==> src/hdl/scan_code_to_key_code_decoder_unit_defines.svh <==
// assertion macros for the scan code decoder top level
// no dependencies; included by scan_code_to_key_code_decoder_unit.sv
`ifndef SCAN_CODE_TO_KEY_CODE_DECODER_UNIT_DEFINES_SVH
`define SCAN_CODE_TO_KEY_CODE_DECODER_UNIT_DEFINES_SVH

// same-cycle implication
`define SCD_ASSERT_IMPLY(label, clock, reset, ante, cons) \
  label: assert property (@(posedge clock) disable iff (reset) (ante) |-> (cons)) \
    else $error("scd assertion failed");

// next-cycle implication
`define SCD_ASSERT_NEXT(label, clock, reset, ante, cons) \
  label: assert property (@(posedge clock) disable iff (reset) (ante) |=> (cons)) \
    else $error("scd assertion failed");

`endif

==> src/hdl/scd_pkg.sv <==
// types, constants and key tables of the scan code decoder
// no dependencies; used by every module of the block
`default_nettype none

package scd_pkg;

  localparam int QueueDepth   = 2;
  localparam int QueuePtrW    = $clog2(QueueDepth);
  localparam int QueueCountW  = $clog2(QueueDepth + 1);
  localparam int TableEntries = 89;

  localparam logic [7:0] ScanPause  = 8'hE1;
  localparam logic [7:0] ScanPrefix = 8'hE0;

  localparam logic [6:0] CodeLShift   = 7'd42;
  localparam logic [6:0] CodeRShift   = 7'd54;
  localparam logic [6:0] CodeCaps     = 7'd58;
  localparam logic [6:0] CodeNum      = 7'd69;
  localparam logic [6:0] CodeScroll   = 7'd70;
  localparam logic [6:0] CodeSymLo    = 7'd2;
  localparam logic [6:0] CodeSymHi    = 7'd53;
  localparam logic [6:0] CodePadLo    = 7'd71;
  localparam logic [6:0] CodePadHi    = 7'd83;

  localparam logic [7:0] KeyNone   = 8'h00;
  localparam logic [7:0] KeyPause  = 8'hA0;
  localparam logic [7:0] KeyAlphaLo = 8'h61;
  localparam logic [7:0] KeyAlphaHi = 8'h7A;

  typedef struct packed {
    logic       pause;
    logic [6:0] code;
    logic       down;
    logic       ext;
    logic       led;
    logic       shift;
    logic       caps;
    logic       num;
    logic       caps_led;
    logic       num_led;
    logic       scroll_led;
  } item_t;

  typedef struct packed {
    logic                   full;
    logic                   not_empty;
    logic [QueueCountW-1:0] count;
  } queue_status_t;

  function automatic logic [7:0] normal_entry(input logic [6:0] code);
    logic [7:0] k;
    unique case (code)
      7'd0:  k = 8'h00;  7'd1:  k = 8'h1B;  7'd2:  k = 8'h31;  7'd3:  k = 8'h32;
      7'd4:  k = 8'h33;  7'd5:  k = 8'h34;  7'd6:  k = 8'h35;  7'd7:  k = 8'h36;
      7'd8:  k = 8'h37;  7'd9:  k = 8'h38;  7'd10: k = 8'h39;  7'd11: k = 8'h30;
      7'd12: k = 8'h2D;  7'd13: k = 8'h3D;  7'd14: k = 8'h08;  7'd15: k = 8'h09;
      7'd16: k = 8'h71;  7'd17: k = 8'h77;  7'd18: k = 8'h65;  7'd19: k = 8'h72;
      7'd20: k = 8'h74;  7'd21: k = 8'h79;  7'd22: k = 8'h75;  7'd23: k = 8'h69;
      7'd24: k = 8'h6F;  7'd25: k = 8'h70;  7'd26: k = 8'h5B;  7'd27: k = 8'h5D;
      7'd28: k = 8'h0A;  7'd29: k = 8'h81;  7'd30: k = 8'h61;  7'd31: k = 8'h73;
      7'd32: k = 8'h64;  7'd33: k = 8'h66;  7'd34: k = 8'h67;  7'd35: k = 8'h68;
      7'd36: k = 8'h6A;  7'd37: k = 8'h6B;  7'd38: k = 8'h6C;  7'd39: k = 8'h3B;
      7'd40: k = 8'h27;  7'd41: k = 8'h60;  7'd42: k = 8'h82;  7'd43: k = 8'h5C;
      7'd44: k = 8'h7A;  7'd45: k = 8'h78;  7'd46: k = 8'h63;  7'd47: k = 8'h76;
      7'd48: k = 8'h62;  7'd49: k = 8'h6E;  7'd50: k = 8'h6D;  7'd51: k = 8'h2C;
      7'd52: k = 8'h2E;  7'd53: k = 8'h2F;  7'd54: k = 8'h83;  7'd55: k = 8'h2A;
      7'd56: k = 8'h85;  7'd57: k = 8'h20;  7'd58: k = 8'h86;  7'd59: k = 8'h87;
      7'd60: k = 8'h88;  7'd61: k = 8'h89;  7'd62: k = 8'h8A;  7'd63: k = 8'h8B;
      7'd64: k = 8'h8C;  7'd65: k = 8'h8D;  7'd66: k = 8'h8E;  7'd67: k = 8'h8F;
      7'd68: k = 8'h90;  7'd69: k = 8'h91;  7'd70: k = 8'h92;  7'd71: k = 8'h93;
      7'd72: k = 8'h94;  7'd73: k = 8'h95;  7'd74: k = 8'h2D;  7'd75: k = 8'h96;
      7'd76: k = 8'h97;  7'd77: k = 8'h98;  7'd78: k = 8'h2B;  7'd79: k = 8'h99;
      7'd80: k = 8'h9A;  7'd81: k = 8'h9B;  7'd82: k = 8'h9C;  7'd83: k = 8'h9D;
      7'd87: k = 8'h9E;  7'd88: k = 8'h9F;
      default: k = KeyNone;
    endcase
    return k;
  endfunction

  function automatic logic [7:0] shifted_entry(input logic [6:0] code);
    logic [7:0] k;
    unique case (code)
      7'd2:  k = 8'h21;  7'd3:  k = 8'h40;  7'd4:  k = 8'h23;  7'd5:  k = 8'h24;
      7'd6:  k = 8'h25;  7'd7:  k = 8'h5E;  7'd8:  k = 8'h26;  7'd9:  k = 8'h2A;
      7'd10: k = 8'h28;  7'd11: k = 8'h29;  7'd12: k = 8'h5F;  7'd13: k = 8'h2B;
      7'd16: k = 8'h51;  7'd17: k = 8'h57;  7'd18: k = 8'h45;  7'd19: k = 8'h52;
      7'd20: k = 8'h54;  7'd21: k = 8'h59;  7'd22: k = 8'h55;  7'd23: k = 8'h49;
      7'd24: k = 8'h4F;  7'd25: k = 8'h50;  7'd26: k = 8'h7B;  7'd27: k = 8'h7D;
      7'd30: k = 8'h41;  7'd31: k = 8'h53;  7'd32: k = 8'h44;  7'd33: k = 8'h46;
      7'd34: k = 8'h47;  7'd35: k = 8'h48;  7'd36: k = 8'h4A;  7'd37: k = 8'h4B;
      7'd38: k = 8'h4C;  7'd39: k = 8'h3A;  7'd40: k = 8'h22;  7'd41: k = 8'h7E;
      7'd43: k = 8'h7C;  7'd44: k = 8'h5A;  7'd45: k = 8'h58;  7'd46: k = 8'h43;
      7'd47: k = 8'h56;  7'd48: k = 8'h42;  7'd49: k = 8'h4E;  7'd50: k = 8'h4D;
      7'd51: k = 8'h3C;  7'd52: k = 8'h3E;  7'd53: k = 8'h3F;  7'd71: k = 8'h37;
      7'd72: k = 8'h38;  7'd73: k = 8'h39;  7'd75: k = 8'h34;  7'd76: k = 8'h35;
      7'd77: k = 8'h36;  7'd79: k = 8'h31;  7'd80: k = 8'h32;  7'd81: k = 8'h33;
      7'd82: k = 8'h30;  7'd83: k = 8'h2E;
      default: k = normal_entry(code);
    endcase
    return k;
  endfunction

endpackage

`default_nettype wire

==> src/hdl/scd_front.sv <==
// front end: accepts scan bytes, tracks lock, shift, prefix and skip state
// depends on scd_pkg; feeds scd_queue
`default_nettype none

module scd_front (
  input  wire logic         clk,
  input  wire logic         rst,
  input  wire logic         accept,
  input  wire logic [7:0]   scan_code,
  input  wire logic [2:0]   skip_count,
  output logic              q_wr,
  output scd_pkg::item_t    q_item
);
  import scd_pkg::*;

  logic       shift_held, shift_held_next;
  logic       caps_on, caps_on_next;
  logic       num_on, num_on_next;
  logic       scroll_on, scroll_on_next;
  logic       prefix_pending, prefix_pending_next;
  logic [2:0] skip_left, skip_left_next;
  logic [6:0] code;
  logic       down;

  assign code = scan_code[6:0];
  assign down = ~scan_code[7];

  always_comb begin
    shift_held_next     = shift_held;
    caps_on_next        = caps_on;
    num_on_next         = num_on;
    scroll_on_next      = scroll_on;
    prefix_pending_next = prefix_pending;
    skip_left_next      = skip_left;
    q_wr                = 1'b0;
    q_item              = '0;
    q_item.caps_led     = caps_on;
    q_item.num_led      = num_on;
    q_item.scroll_led   = scroll_on;
    if (accept) begin
      priority if (skip_left != 3'd0) begin
        skip_left_next = skip_left - 3'd1;
      end else if (scan_code == ScanPause) begin
        skip_left_next = skip_count;
        q_wr           = 1'b1;
        q_item.pause   = 1'b1;
        q_item.down    = 1'b1;
      end else if (scan_code == ScanPrefix) begin
        prefix_pending_next = 1'b1;
      end else begin
        q_wr                = 1'b1;
        prefix_pending_next = 1'b0;
        q_item.code         = code;
        q_item.down         = down;
        q_item.ext          = prefix_pending;
        q_item.shift        = shift_held;
        q_item.caps         = caps_on;
        q_item.num          = num_on;
        if (code == CodeLShift || code == CodeRShift) begin
          shift_held_next = down;
        end else if (down && code == CodeCaps) begin
          caps_on_next = ~caps_on;
          q_item.led   = 1'b1;
        end else if (down && code == CodeNum) begin
          num_on_next = ~num_on;
          q_item.led  = 1'b1;
        end else if (down && code == CodeScroll) begin
          scroll_on_next = ~scroll_on;
          q_item.led     = 1'b1;
        end
        q_item.caps_led   = caps_on_next;
        q_item.num_led    = num_on_next;
        q_item.scroll_led = scroll_on_next;
      end
    end
  end

  always_ff @(posedge clk) begin
    if (rst) begin
      shift_held     <= 1'b0;
      caps_on        <= 1'b0;
      num_on         <= 1'b0;
      scroll_on      <= 1'b0;
      prefix_pending <= 1'b0;
      skip_left      <= 3'd0;
    end else begin
      shift_held     <= shift_held_next;
      caps_on        <= caps_on_next;
      num_on         <= num_on_next;
      scroll_on      <= scroll_on_next;
      prefix_pending <= prefix_pending_next;
      skip_left      <= skip_left_next;
    end
  end

endmodule

`default_nettype wire

==> src/hdl/scd_queue.sv <==
// short item queue between the front end and the decode stage
// depends on scd_pkg
`default_nettype none

module scd_queue (
  input  wire logic                 clk,
  input  wire logic                 rst,
  input  wire logic                 wr,
  input  wire scd_pkg::item_t       wr_item,
  input  wire logic                 rd,
  output scd_pkg::item_t            rd_item,
  output scd_pkg::queue_status_t    status
);
  import scd_pkg::*;

  item_t                  mem [QueueDepth];
  logic [QueuePtrW-1:0]   wr_ptr, rd_ptr;
  logic [QueueCountW-1:0] count;

  assign rd_item          = mem[rd_ptr];
  assign status.count     = count;
  assign status.full      = (count == QueueCountW'(QueueDepth));
  assign status.not_empty = (count != '0);

  always_ff @(posedge clk) begin
    if (wr) begin
      mem[wr_ptr] <= wr_item;
    end
  end

  always_ff @(posedge clk) begin
    if (rst) begin
      wr_ptr <= '0;
      rd_ptr <= '0;
      count  <= '0;
    end else begin
      if (wr) begin
        wr_ptr <= (wr_ptr == QueuePtrW'(QueueDepth - 1)) ? '0 : wr_ptr + 1'b1;
      end
      if (rd) begin
        rd_ptr <= (rd_ptr == QueuePtrW'(QueueDepth - 1)) ? '0 : rd_ptr + 1'b1;
      end
      unique case ({wr, rd})
        2'b10:   count <= count + 1'b1;
        2'b01:   count <= count - 1'b1;
        default: count <= count;
      endcase
    end
  end

endmodule

`default_nettype wire

==> src/hdl/scd_back.sv <==
// decode stage: table lookup with shift selection and the result register
// depends on scd_pkg; reads scd_queue
`default_nettype none

module scd_back (
  input  wire logic            clk,
  input  wire logic            rst,
  input  wire logic            q_not_empty,
  input  wire scd_pkg::item_t  q_item,
  output logic                 q_rd,
  input  wire logic            pop,
  output logic                 empty,
  output logic [7:0]           key_code,
  output logic                 key_pressed,
  output logic                 key_extended,
  output logic                 led_update,
  output logic                 caps_led,
  output logic                 num_led,
  output logic                 scroll_led
);
  import scd_pkg::*;

  logic       out_valid;
  logic [7:0] norm;
  logic       alpha;
  logic       use_shifted;
  logic [7:0] key;

  assign norm  = normal_entry(q_item.code);
  assign alpha = (norm >= KeyAlphaLo) && (norm <= KeyAlphaHi);

  always_comb begin
    priority if (alpha) begin
      use_shifted = q_item.shift ^ q_item.caps;
    end else if (q_item.code >= CodeSymLo && q_item.code <= CodeSymHi) begin
      use_shifted = q_item.shift;
    end else if (q_item.code >= CodePadLo && q_item.code <= CodePadHi && !q_item.ext) begin
      use_shifted = q_item.num;
    end else begin
      use_shifted = 1'b0;
    end
    if (q_item.pause) begin
      key = KeyPause;
    end else begin
      key = use_shifted ? shifted_entry(q_item.code) : norm;
    end
  end

  assign q_rd  = q_not_empty && (!out_valid || pop);
  assign empty = ~out_valid;

  always_ff @(posedge clk) begin
    if (rst) begin
      out_valid <= 1'b0;
    end else if (q_rd) begin
      out_valid <= 1'b1;
    end else if (pop) begin
      out_valid <= 1'b0;
    end
  end

  always_ff @(posedge clk) begin
    if (q_rd) begin
      key_code     <= key;
      key_pressed  <= q_item.down;
      key_extended <= q_item.ext;
      led_update   <= q_item.led;
      caps_led     <= q_item.caps_led;
      num_led      <= q_item.num_led;
      scroll_led   <= q_item.scroll_led;
    end
  end

endmodule

`default_nettype wire

==> src/hdl/scan_code_to_key_code_decoder_unit.sv <==
// top level of the set-1 scan code to key code decoder
// depends on scd_pkg, scd_front, scd_queue, scd_back and the defines header
//
//   channel   direction  handshake          payload
//   input     in         push / full        scan_code
//   result    out        pop / empty        key_code, key_pressed, key_extended,
//                                           led_update, caps_led, num_led, scroll_led
//   config    in         apb psel/penable   pause_skip_count at address 0
//
// one scan byte per cycle is accepted while full is low; a result shows on the ports
// after it is written into the queue and then read from it into the output register
// full rises only when the two-entry queue holds items the output register cannot take
// synchronous reset clears all key state and the queue; pause_skip_count resets to 2
`default_nettype none
`include "scan_code_to_key_code_decoder_unit_defines.svh"

module scan_code_to_key_code_decoder_unit (
  input  wire logic        clk,
  input  wire logic        rst,
  input  wire logic        push,
  output logic             full,
  input  wire logic [7:0]  scan_code,
  input  wire logic        pop,
  output logic             empty,
  output logic [7:0]       key_code,
  output logic             key_pressed,
  output logic             key_extended,
  output logic             led_update,
  output logic             caps_led,
  output logic             num_led,
  output logic             scroll_led,
  input  wire logic        psel,
  input  wire logic        penable,
  input  wire logic        pwrite,
  input  wire logic [2:0]  paddr,
  input  wire logic [31:0] pwdata,
  output logic [31:0]      prdata,
  output logic             pready
);
  import scd_pkg::*;

  logic          [2:0] pause_skip_count;
  logic                accept;
  logic                cfg_wr;
  logic                q_wr;
  logic                q_rd;
  item_t               q_wr_item;
  item_t               q_rd_item;
  queue_status_t       q_status;

  assign pready = 1'b1;
  assign cfg_wr = psel && penable && pwrite && pready && (paddr[2] == 1'b0);
  assign prdata = (paddr[2] == 1'b0) ? {29'd0, pause_skip_count} : 32'd0;

  always_ff @(posedge clk) begin
    if (rst) begin
      pause_skip_count <= 3'd2;
    end else if (cfg_wr) begin
      pause_skip_count <= pwdata[2:0];
    end
  end

  assign full   = q_status.full;
  assign accept = push && !full;

  scd_front u_front (
    .clk        (clk),
    .rst        (rst),
    .accept     (accept),
    .scan_code  (scan_code),
    .skip_count (pause_skip_count),
    .q_wr       (q_wr),
    .q_item     (q_wr_item)
  );

  scd_queue u_queue (
    .clk     (clk),
    .rst     (rst),
    .wr      (q_wr),
    .wr_item (q_wr_item),
    .rd      (q_rd),
    .rd_item (q_rd_item),
    .status  (q_status)
  );

  scd_back u_back (
    .clk          (clk),
    .rst          (rst),
    .q_not_empty  (q_status.not_empty),
    .q_item       (q_rd_item),
    .q_rd         (q_rd),
    .pop          (pop),
    .empty        (empty),
    .key_code     (key_code),
    .key_pressed  (key_pressed),
    .key_extended (key_extended),
    .led_update   (led_update),
    .caps_led     (caps_led),
    .num_led      (num_led),
    .scroll_led   (scroll_led)
  );

  `SCD_ASSERT_IMPLY(a_queue_bound, clk, rst, 1'b1, q_status.count <= QueueCountW'(QueueDepth))
  `SCD_ASSERT_IMPLY(a_led_on_press, clk, rst, !empty && led_update, key_pressed)
  `SCD_ASSERT_IMPLY(a_pause_plain, clk, rst, !empty && key_code == KeyPause,
                    !key_extended && !led_update && key_pressed)
  `SCD_ASSERT_NEXT(a_cfg_write, clk, rst, cfg_wr, pause_skip_count == $past(pwdata[2:0]))

endmodule

`default_nettype wire

==> config.mk <==
export PLATFORM = sky130hd
export DESIGN_NAME = scan_code_to_key_code_decoder_unit
export DESIGN_NICKNAME = d
export VERILOG_FILES = /design/src/hdl/scd_pkg.sv /design/src/hdl/scd_front.sv /design/src/hdl/scd_queue.sv /design/src/hdl/scd_back.sv /design/src/hdl/scan_code_to_key_code_decoder_unit.sv
export VERILOG_INCLUDE_DIRS = /design/src /design/src/hdl
export SDC_FILE = /design/constraint.sdc
export NUM_CORES = 1
export LEC_CHECK = 0
export BUFFER_PORTS_ARGS = -buffer_cell sky130_fd_sc_hd__buf_2
export CORE_ASPECT_RATIO = 1.25
export CORE_UTILIZATION = 40
export DETAILED_ROUTE_END_ITERATION = 8
export GPL_ROUTABILITY_DRIVEN = 0
export GPL_TIMING_DRIVEN = 0
export PLACE_DENSITY_LB_ADDON = 0.25
export SYNTH_ARGS = -nofsm -noshare
export SYNTH_HDL_FRONTEND = slang
export SYNTH_HIERARCHICAL = 1
export SYNTH_SLANG_ARGS = --single-unit
export TNS_END_PERCENT = 20
==> constraint.sdc <==
create_clock -name clk -period 7 [get_ports clk]
set_clock_uncertainty 0.2 [all_clocks]
set_input_delay 0 -clock clk [delete_from_list [all_inputs] [get_ports clk]]
set_output_delay 0 -clock clk [all_outputs]
set_load 0.05 [all_outputs]
==> results of run 1 <==
## final cells by class
class	count	area (sq um)	share of cell area, %
sequential	65	1780	28.1
tap	168	210	3.31
inverter	16	60.1	0.946
buffer	73	460	7.26
timing repair buffer	58	393	6.19
multi-input combinational	475	3140	49.5
clock inverter	6	47.5	0.749
clock buffer	10	250	3.94
## worst paths after layout
check	from	endpoint	slack [ps]	cells past startpoint
max	flop	u_back/key_code[4]	1730	17
min	push	u_front/skip_left[2]	130	6
max reg2reg	flop	u_back/key_code[4]	1730	17
min reg2reg	u_queue/count[1]	u_queue/count[1]	320	2
## kinds of logic (layout without fill, tap and decap cells)
logic type / Yosys count / after routing / synth area share (%)
buffers and inverters: 89 / 163 / 9.75
adders and majority gates: 17 / 17 / 3.98
DFF: 65 / 65 / 33.4
xor gates and xnor gates: 9 / 9 / 1.48
and+or+nand+nor: 216 / 216 / 22.3
muxes: 40 / 40 / 8.65
AOI/OAI and AO/OA: 163 / 163 / 20.3
other: 2 / 30 / 0.141
## sequential cells by signal, summed over array words and instances (netlist names), 2 cells and up, named ones only
register / cells
u_queue/mem: 34
u_back/key_code: 8
u_queue/count: 2
pause_skip_count: 3
u_front/skip_left: 3
## critical path, cell delays in order (launching register included)
cell and delay (ps):
dfxtp_1 300, buf_2 210, buf_2 290, mux2_2 480
clkbuf_1 300, inv_1 230, ha_1 210, buf_2 270
nand2_2 140, nor3b_1 170, o311ai_2 300, o221ai_1 320
a21boi_1 220, o21a_1 190, or4_1 510, buf_2 180
and3_4 200, mux2_4 290
## placed cells by master, fill, tap and decap left out, drive strengths merged, types with 20 or more instances in the layout
master / instances
buf: 99
nor2: 53
edfxtp: 48
nand2: 45
a21oi: 37
o21ai: 34
conb: 30
mux2: 26
clkbuf: 22
dlygate4sd3: 20
## per-layer routing
| metal | part of all wire [%] | GRT usage (%) | vias to the layer above |
|---|---|---|---|
| li1 | - | - | 2350 |
| met1 | 35 | 26.5 | 2370 |
| met2 | 49 | 40.5 | 390 |
| met3 | 10 | 4.81 | 89 |
| met4 | 5.5 | 15.9 | 0 |
| met5 | 0 | 0 | - |
## timing repair
item | CTS | global route
gates resized for setup | 0 | 0
hold endpoints to repair | 32 | 0
endpoints found under the setup margin | 0 | 0
hold buffers | 20 | 0
## power by group
group	internal [mW]	switching, mW	leakage [nW]
clock network	0.264	0.168	0.145
logic	0.546	1.13	1.80
registers	0.530	0.0228	0.601
total	1.34	1.33	2.55
==> results by group, run 1 <==
Power
  • Pwr/cell area: 420 mW/mm^2
  • Maximum vdd drop: 195 uV
  • Pwr Total: 2.67 mW
  • P_leak: 2.55 nW

Yosys
  • Syn Area/Cell: 8.88 sq um
  • Post-synth top area cell: edfxtp_1
  • YS warnings: 6
  • Top-count cell post-synth: nor2_1
  • Syn Std Cell Area: ~0.0053 sq mm
  • Cell count after synthesis: ~600
  • Post-synth ARST share: 0%
  • Post-synth EDFFs: 48
  • Post-synth top flop: edfxtp_1
  • Post-synth top cells: nor2_1, edfxtp_1, nand2_1, a21oi_1, buf_4
  • Synth top area share: 27.0%
  • Netlist cell types: a little over 80
  • Sequential area share after synthesis: 33.4%
  • Synthesis-stage register bit count: between 60 and 70
  • Synth top area cells: edfxtp_1, dfxtp_1, mux2_2

Floorplan
  • Core Region: 0.0128 sq mm
  • Num rows: 46
  • Die width: roughly 110 microns
  • Io pins: 99
  • Die H: 131 microns
  • Starting Density: 41.6%
  • DIE AREA: 0.0138 sq mm

Placed design
  • PortBufs: 37
  • Post-DP HPWL: roughly 12000 microns
  • Place WS: around 1900 ps
  • Placement Cell Area: 0.00585 sq mm
  • DP Cell Count: roughly 840

CTS
  • Reg clk slew, reported paths: 60 ps
  • CTS tree: built
  • Num Clock Sinks: 65
  • Root Driver: clkbuf_16
  • Clk_lat worst skew: 330 ps
  • CTS buffer count: 9
  • CTS Buffer Depth: 2
  • Postcts setup bufs: 0
  • Maximum level of the CTS H-tree: 3

Timing
  • Fin. max-slew vios: 0
  • Setup_tns: 0 ps
  • RSZ-0062 raised after global routing: no
  • Slew HR: 40.6%
  • PnR worst setup slack: 1730 ps
  • Max Clk Rate: roughly 190 MHz
  • Final Cycle Share: 75.3%
  • Slew @ Worst Pin: 891 ps
  • Final min period: 5270 ps
  • Final count of hold timing violations: 0
  • Setup-failing EPs final: 0
  • Hold Slack: 134 ps

Drt
  • Aggregate routed wire length: 16500 microns
  • Initial DRC count: 491
  • Routed len/inst: 19.0 microns
  • DRC: 0
  • Detail Route Antenna Nets: 0
  • Drt pass-1 iters: 6
  • Vias after detailed routing: 5199
  • Vias per inst: 5.97

Cells and area
  • Fin util: 49.4%
  • Antenna cells: 0
  • Post-route cell area: 0.00635 sq mm
  • Layout Nets: 765
  • FILL cells: 1219
  • Share of layout cells above drive strength 1: roughly 22%
  • Final std cells w/o fill: 871
  • Area growth syn-to-layout: 18.9%

Global routing
  • Overall Global Routing Usage: 23.8%
  • Largest net degree at the start of global routing: 18
  • Initial antenna violation count: 0
  • First-pass GRT wire length: approximately 26000 microns
  • Vias in the first global route: 5013
  • Remaining global-route overflow: 0

Outcome
  • Status: finished, final reports clean

Worst hold path
  • Worst Hold Class: input pin to flop

Run
  • Max-cap violations: 0

Critical path
  • WP data arrival: just over 5000 ps
  • Endpoint class of the critical path: flop
  • Startpoint Class: flop
  • Data required time at the worst endpoint: 6880 ps
  • Class of the most critical setup path: flop to flop
  • CP max FO: 10
Power figures use the tool's default switching activity.
==> inputs of run 2 (changes only) <==
==> constraint.sdc (replaced) <==
create_clock -name clk -period 4.5 [get_ports clk]
set_clock_uncertainty 0.2 [all_clocks]
set_input_delay 0 -clock clk [delete_from_list [all_inputs] [get_ports clk]]
set_output_delay 0 -clock clk [all_outputs]
set_load 0.05 [all_outputs]
==> run 2 against run 1 <==
  * Clock power increased by 56%
  * Register-to-register slack got worse by 1600 ps
  * Non-clock buffer count increased by 17
  * Flip-flop and latch count unchanged
  * Largest cell class unchanged
  * Highest routed layer unchanged
  * Critical path type unchanged
  * Final area increased by 4.7%
  * Utilization increased by 2.3 points
  * Critical path depth decreased by 1
  * Die area unchanged
  * Critical endpoint unchanged
  * Via count increased by 2.3%
==> results by group, run 2 (synthesized netlist as in run 1, its figures left out) <==
CTS
  • Maximum level of the CTS H-tree: 3
  • CTS Buffer Depth: 2
  • Clk_lat worst skew: 330 ps
  • Root Driver: clkbuf_16
  • Num Clock Sinks: 65
  • CTS tree: built
  • Reg clk slew, reported paths: 60 ps
  • CTS buffer count: 9

Outcome
  • Status: finished, final reports clean

Global routing
  • First-pass GRT wire length: 26200 microns
  • Overall Global Routing Usage: about a quarter
  • Initial antenna violation count: 0
  • Remaining global-route overflow: 0
  • Vias in the first global route: 5002
  • Largest net degree at the start of global routing: 18

Power
  • Pwr Total: roughly 4.4 mW
  • Pwr/cell area: roughly 670 mW/mm^2
  • Maximum vdd drop: between 300 and 400 uV
  • P_leak: ~2.7 nW

Drt
  • Detail Route Antenna Nets: 0
  • Vias after detailed routing: 5318
  • Initial DRC count: about 620
  • Aggregate routed wire length: 16900 microns
  • Vias per inst: 5.99
  • DRC: 0
  • Drt pass-1 iters: 6
  • Routed len/inst: 19.0 microns

Cells and area
  • Commonest non-fill, non-tap cell in the layout: buf_4
  • Largest regs: u_queue/mem: 34 flops, u_back/key_code: 8 flops
  • Largest register FFs: 34
  • Share of layout cells above drive strength 1: 27.1%
  • Biggest register: u_queue/mem
  • Antenna cells: 0
  • Commonest cells after routing, fill and taps aside: buf_4, nor2_1, buf_2
  • Layout Nets: 782
  • Area growth syn-to-layout: 24.5%

Critical path
  • Worst Reg2Reg Path Length in Cells: 16
  • Endpoint class of the critical path: flop
  • CP max FO: 10
  • WP data arrival: 4270 ps
  • Data required time at the worst endpoint: ~4400 ps
  • R2R Setup Slk: 110 ps
  • Class of the most critical setup path: flop to flop
  • Startpoint Class: flop

Worst hold path
  • Hold path depth: 6
  • Worst Hold Class: input pin to flop

Timing
  • Final count of hold timing violations: 0
  • Fin. max-slew vios: 0
  • Setup_tns: 0 ps
  • Final min period: 4390 ps
  • Slew @ Worst Pin: 909 ps
  • Setup-failing EPs final: 0
  • Slew HR: 39.3%
  • Final Cycle Share: 97.6%
  • Hold Slack: 133 ps
  • PnR worst setup slack: about 110 ps
  • Max Clk Rate: 228 MHz

Floorplan
  • Die H: between 100 and 150 microns
  • DIE AREA: approximately 0.014 sq mm
  • Die width: 105 microns
  • Io pins: 99
  • Core Region: 0.0128 sq mm
  • Starting Density: 41.6%
  • Num rows: 46

Placed design
  • Place WS: -601 ps
  • PortBufs: 37
  • Post-DP HPWL: roughly 12000 microns

Run
  • Max-cap violations: 0
==> run 2: area by class of cell <==
class,count,area [sq um]
flip-flops and latches,65,1780
well taps,168,210
repair buffers,76,528
inverters,16,70.1
multi-input cells,475,3250
clock buffers,10,250
plain buffers,72,503
fillers,1185,6190
clock inverters,6,47.5
==> run 2: final timing paths <==
kind | start | to
min reg2reg | u_queue/count[1] | u_queue/count[1]
min | push | u_front/skip_left[2]
max | flop | u_back/key_code[4]
max reg2reg | flop | u_back/key_code[4]
==> run 2: per-layer routing <==
metal	vias to the layer above	part of all wire [%]	GRT usage, %
met3	125	9.3	5.11
met1	2409	35	27.2
met4	0	6.7	14.7
met5	-	0	0
li1	2383	-	-
met2	401	49	41.2
==> run 2: report_power, final <==
part           internal [mW]  switching [mW]
clock network          0.410           0.262
logic                   1.03            1.87
registers              0.824          0.0365
total                   2.26            2.17
==> run 2: repair_timing <==
item	4_1_cts	5_1_grt
gates resized for setup	23	26
endpoints found under the hold margin	32	0
cloned	0	0
endpoints found under the setup margin	8	8
pin swaps	0	4
buffers inserted	1	17
hold buffers	20	0
==> run 2: stage by stage <==
stage | std cells | util, % | cell area (sq um)
6_report | 888 | 51.8 | 6640
5_1_grt | 888 | 51.8 | 6640
4_1_cts | 871 | 50.0 | 6420
3_5_place_dp | 835 | 45.5 | 5850
3_3_place_gp | 834 | 45.5 | 5840
2_1_floorplan | 629 | - | 5440
==> run 2: worst max-delay path, cell delays in order, from the launching register on <==
cell and delay, ps:
dfxtp_1 320, buf_6 120, buf_12 130, mux2_2 330, buf_2 200, buf_2 230, nor3_1 540, o21ai_0 220
a21oi_1 230, nor4_2 90, buf_4 150, nand2_1 60, o311ai_2 120, or4_1 520, clkbuf_4 190, and3_4 200
mux2_4 290
==> inputs of run 3 (changes only) <==
--- a/config.mk
+++ b/config.mk
@@ -15,6 +15,5 @@
 export PLACE_DENSITY_LB_ADDON = 0.25
 export SYNTH_ARGS = -nofsm -noshare
 export SYNTH_HDL_FRONTEND = slang
-export SYNTH_HIERARCHICAL = 1
 export SYNTH_SLANG_ARGS = --single-unit
 export TNS_END_PERCENT = 20
==> run 3 against run 2 <==
  * The flow now finishes with violations (DRC)
  * Non-clock buffer count is 21 lower
  * Flip-flop and latch count stayed put
  * Fmax hardly changed
==> results by group, run 3 <==
Outcome
  • Status: complete, but fails checks
  • Failing checks: DRC

Cells and area
  • Largest regs: u_queue.mem: 34 flops, u_back.key_code: 8 flops
  • Commonest non-fill, non-tap cell in the layout: nor2_1
  • Antenna cells: 0
  • Biggest register: u_queue.mem
  • Layout Nets: 781
  • Area growth syn-to-layout: 20.7%
  • FILL cells: 1216
  • Share of layout cells above drive strength 1: 20.6%
  • Fin util: about half
  • Largest register FFs: 34
  • Commonest cells after routing, fill and taps aside: nor2_1, nand2_1, edfxtp_1

Critical path
  • Crit-path cells: buf_6, buf_6, mux2i_4, inv_4, ha_2, inv_1, clkbuf_2, o21ai_0, a31oi_1, a2111oi_0, a211oi_4, or3_1, a31o_2, a21o_1, o31a_1
  • Most frequent CP cell: buf_6
  • Class of the most critical setup path: flop to flop
  • Endpoint class of the critical path: flop
  • CP max stage delay: 750 ps
  • R2R Setup Slk: around 110 ps
  • Startpoint Class: flop
  • Critical-path top delay cell: a2111oi_0
  • Family with the most delay on the worst path: compound AO/OA/AOI/OAI gates
  • Worst Reg2Reg Path Length in Cells: 15
  • CP Buf/Inv Count: 5
  • Data required time at the worst endpoint: around 4400 ps
  • FF-to-FF End: u_back.key_code[4]
  • WP data arrival: about 4300 ps
  • CP max FO: 12

Run
  • Max-cap violations: 0

Yosys
  • Top-count cell post-synth: nor2_1
  • Post-synth top cells: nor2_1, edfxtp_1, nand2_1, o21ai_0, a21oi_1
  • Synthesis-stage register bit count: 65
  • Cell count after synthesis: roughly 620
  • Synth top area share: 27.0%
  • YS warnings: 0
  • Post-synth top flop: edfxtp_1
  • Sequential area share after synthesis: between 30% and 40%
  • Post-synth top area cell: edfxtp_1
  • Syn Std Cell Area: 0.00534 sq mm
  • Syn Area/Cell: 8.67 sq um
  • Post-synth EDFFs: 48
  • Netlist cell types: between 70 and 80
  • Synth top area cells: edfxtp_1, dfxtp_1, nor2_1
  • Post-synth ARST share: 0%

Timing
  • Max Clk Rate: 228 MHz
  • Slew @ Worst Pin: 824 ps
  • Final min period: 4390 ps
  • Fin. max-slew vios: 0
  • Setup-failing EPs final: 0
  • Slew HR: 44.0%
  • Hold Slack: between 150 and 200 ps
  • Final count of hold timing violations: 0
  • Final Cycle Share: 97.5%

CTS
  • CTS Buffer Depth: 2
  • Num Clock Sinks: 65
  • Maximum level of the CTS H-tree: 3
  • CTS buffer count: 9
  • Clk_lat worst skew: 330 ps
  • CTS tree: built
  • Reg clk slew, reported paths: 60 ps
  • Root Driver: clkbuf_16

Worst hold path
  • Worst Hold Class: input pin to output port
  • Hold endpoint: prdata[1]
  • Hold path depth: 3
  • Hold path start: paddr[2]

Drt
  • Drt pass-1 iters: 9
  • Routed len/inst: 19.2 microns
  • Detail Route Antenna Nets: 0
  • Aggregate routed wire length: 17000 microns
  • Vias per inst: 6.06
  • DRC: 2
  • Vias after detailed routing: ~5400
  • Initial DRC count: 686

Floorplan
  • DIE AREA: 0.0138 sq mm
  • Die width: 105 microns
  • Core Region: 0.0128 sq mm
  • Die H: 131 microns
  • Starting Density: 41.6%
  • Io pins: 99
  • Num rows: between 40 and 50

Global routing
  • Initial antenna violation count: 0
  • Overall Global Routing Usage: around a quarter
  • Vias in the first global route: 5218
  • Remaining global-route overflow: 0
  • First-pass GRT wire length: 27000 microns
  • Largest net degree at the start of global routing: 17

Placed design
  • Post-DP HPWL: about 12000 microns
  • PortBufs: 36

Power
  • Pwr/cell area: 707 mW/mm^2
  • P_leak: 2.58 nW
  • Maximum vdd drop: between 400 and 500 uV
[run 3: cell types whose count changed after synthesis, moves of 5 or more]
cell,change
o21ai_0,+13
clkbuf_1,+15
nor2_1,+10
mux2_2,-12
buf_1,-5
and3_1,+8
and2_1,-10
buf_2,-12
mux2i_1,+9
nand2b_1,-11
[run 3: cells by family after synthesis]
group | after synthesis | share of synthesized area, %
AND/OR/NAND/NOR | 212 | 20.5
AO/OA/AOI/OAI | 185 | 22.9
buffers and inverters | 84 | 8.83
flip-flops | 65 | 33.4
multiplexers | 38 | 8.15
adder cells (fa/ha/maj) | 17 | 3.98
XOR/XNOR | 13 | 2.13
other | 2 | 0.141
[run 3: how the worst max path moves through the flow]
stage | from | end | slack, ps | cells past startpoint
5_1_grt | u_queue.mem[0][11] | u_back.key_code[4] | -10 | 14
2_1_floorplan | flop | u_back.key_code[2] | 140 | 15
3_3_place_gp | flop | u_back.key_code[4] | -780 | 15
6_report | flop | u_back.key_code[4] | 110 | 15
4_1_cts | u_queue.mem[0][11] | u_back.key_code[4] | 6 | 15
3_5_place_dp | flop | u_back.key_code[4] | -960 | 15
[run 3: area by class of cell]
type                       instances  area (sq um)  share of cell area, %
buffer                            65           413                   6.40
sequential                        65          1780                   27.6
tap                              168           210                   3.26
inverter                          16          66.3                   1.03
multi-input combinational        495          3250                   50.4
timing repair buffer              62           423                   6.56
clock buffer                       9           225                   3.49
clock inverter                     7          77.6                   1.20
[run 3: worst reg2reg max path, stage by stage, from the launching register on]
cell	delay, ps
dfxtp_1	310
buf_6	130
buf_6	150
mux2i_4	230
inv_4	160
ha_2	280
inv_1	90
clkbuf_2	220
o21ai_0	240
a31oi_1	160
a2111oi_0	750
a211oi_4	110
or3_1	430
a31o_2	270
a21o_1	190
o31a_1	230
[run 3: per-stage QoR]
| step | setup WS, ps | TNS [ps] | std cells | cell area, sq um | total power, mW |
|---|---|---|---|---|---|
| final | 113 | 0 | 887 | 6450 | 4.56 |
| after global routing | -12.0 | -12.0 | 887 | 6450 | 4.76 |
| after CTS | 6.47 | 0 | 888 | 6400 | 4.37 |
| after detailed placement | -958 | -6430 | 850 | 5850 | 3.61 |
| after global placement | -784 | -4940 | 848 | 5840 | 3.58 |
| after floorplan | 139 | 0 | 644 | 5450 | 2.90 |
[run 3: timing repair]
item,4_1_cts,5_1_grt
gates resized for setup,8,21
hold buffers,19,0
pin swaps,0,1
hold endpoints to repair,28,0
setup endpoints to repair,8,8
cloned,0,0
buffers inserted,4,1
[run 3: per-layer routing]
layer  global-route usage [%]  wire, microns  vias to the layer above
met1                     28.7           5950                     2399
met2                     41.1           8050                      403
met5                        0              0                        -
met3                     6.60           1920                      115
met4                     14.6           1080                        0
li1                         -              -                     2459
[run 3: where the power goes]
part	internal (mW)	switching (mW)	total (mW)
sequential	0.838	0.0629	0.901
combinational	0.942	2.02	2.96
clock	0.433	0.258	0.691
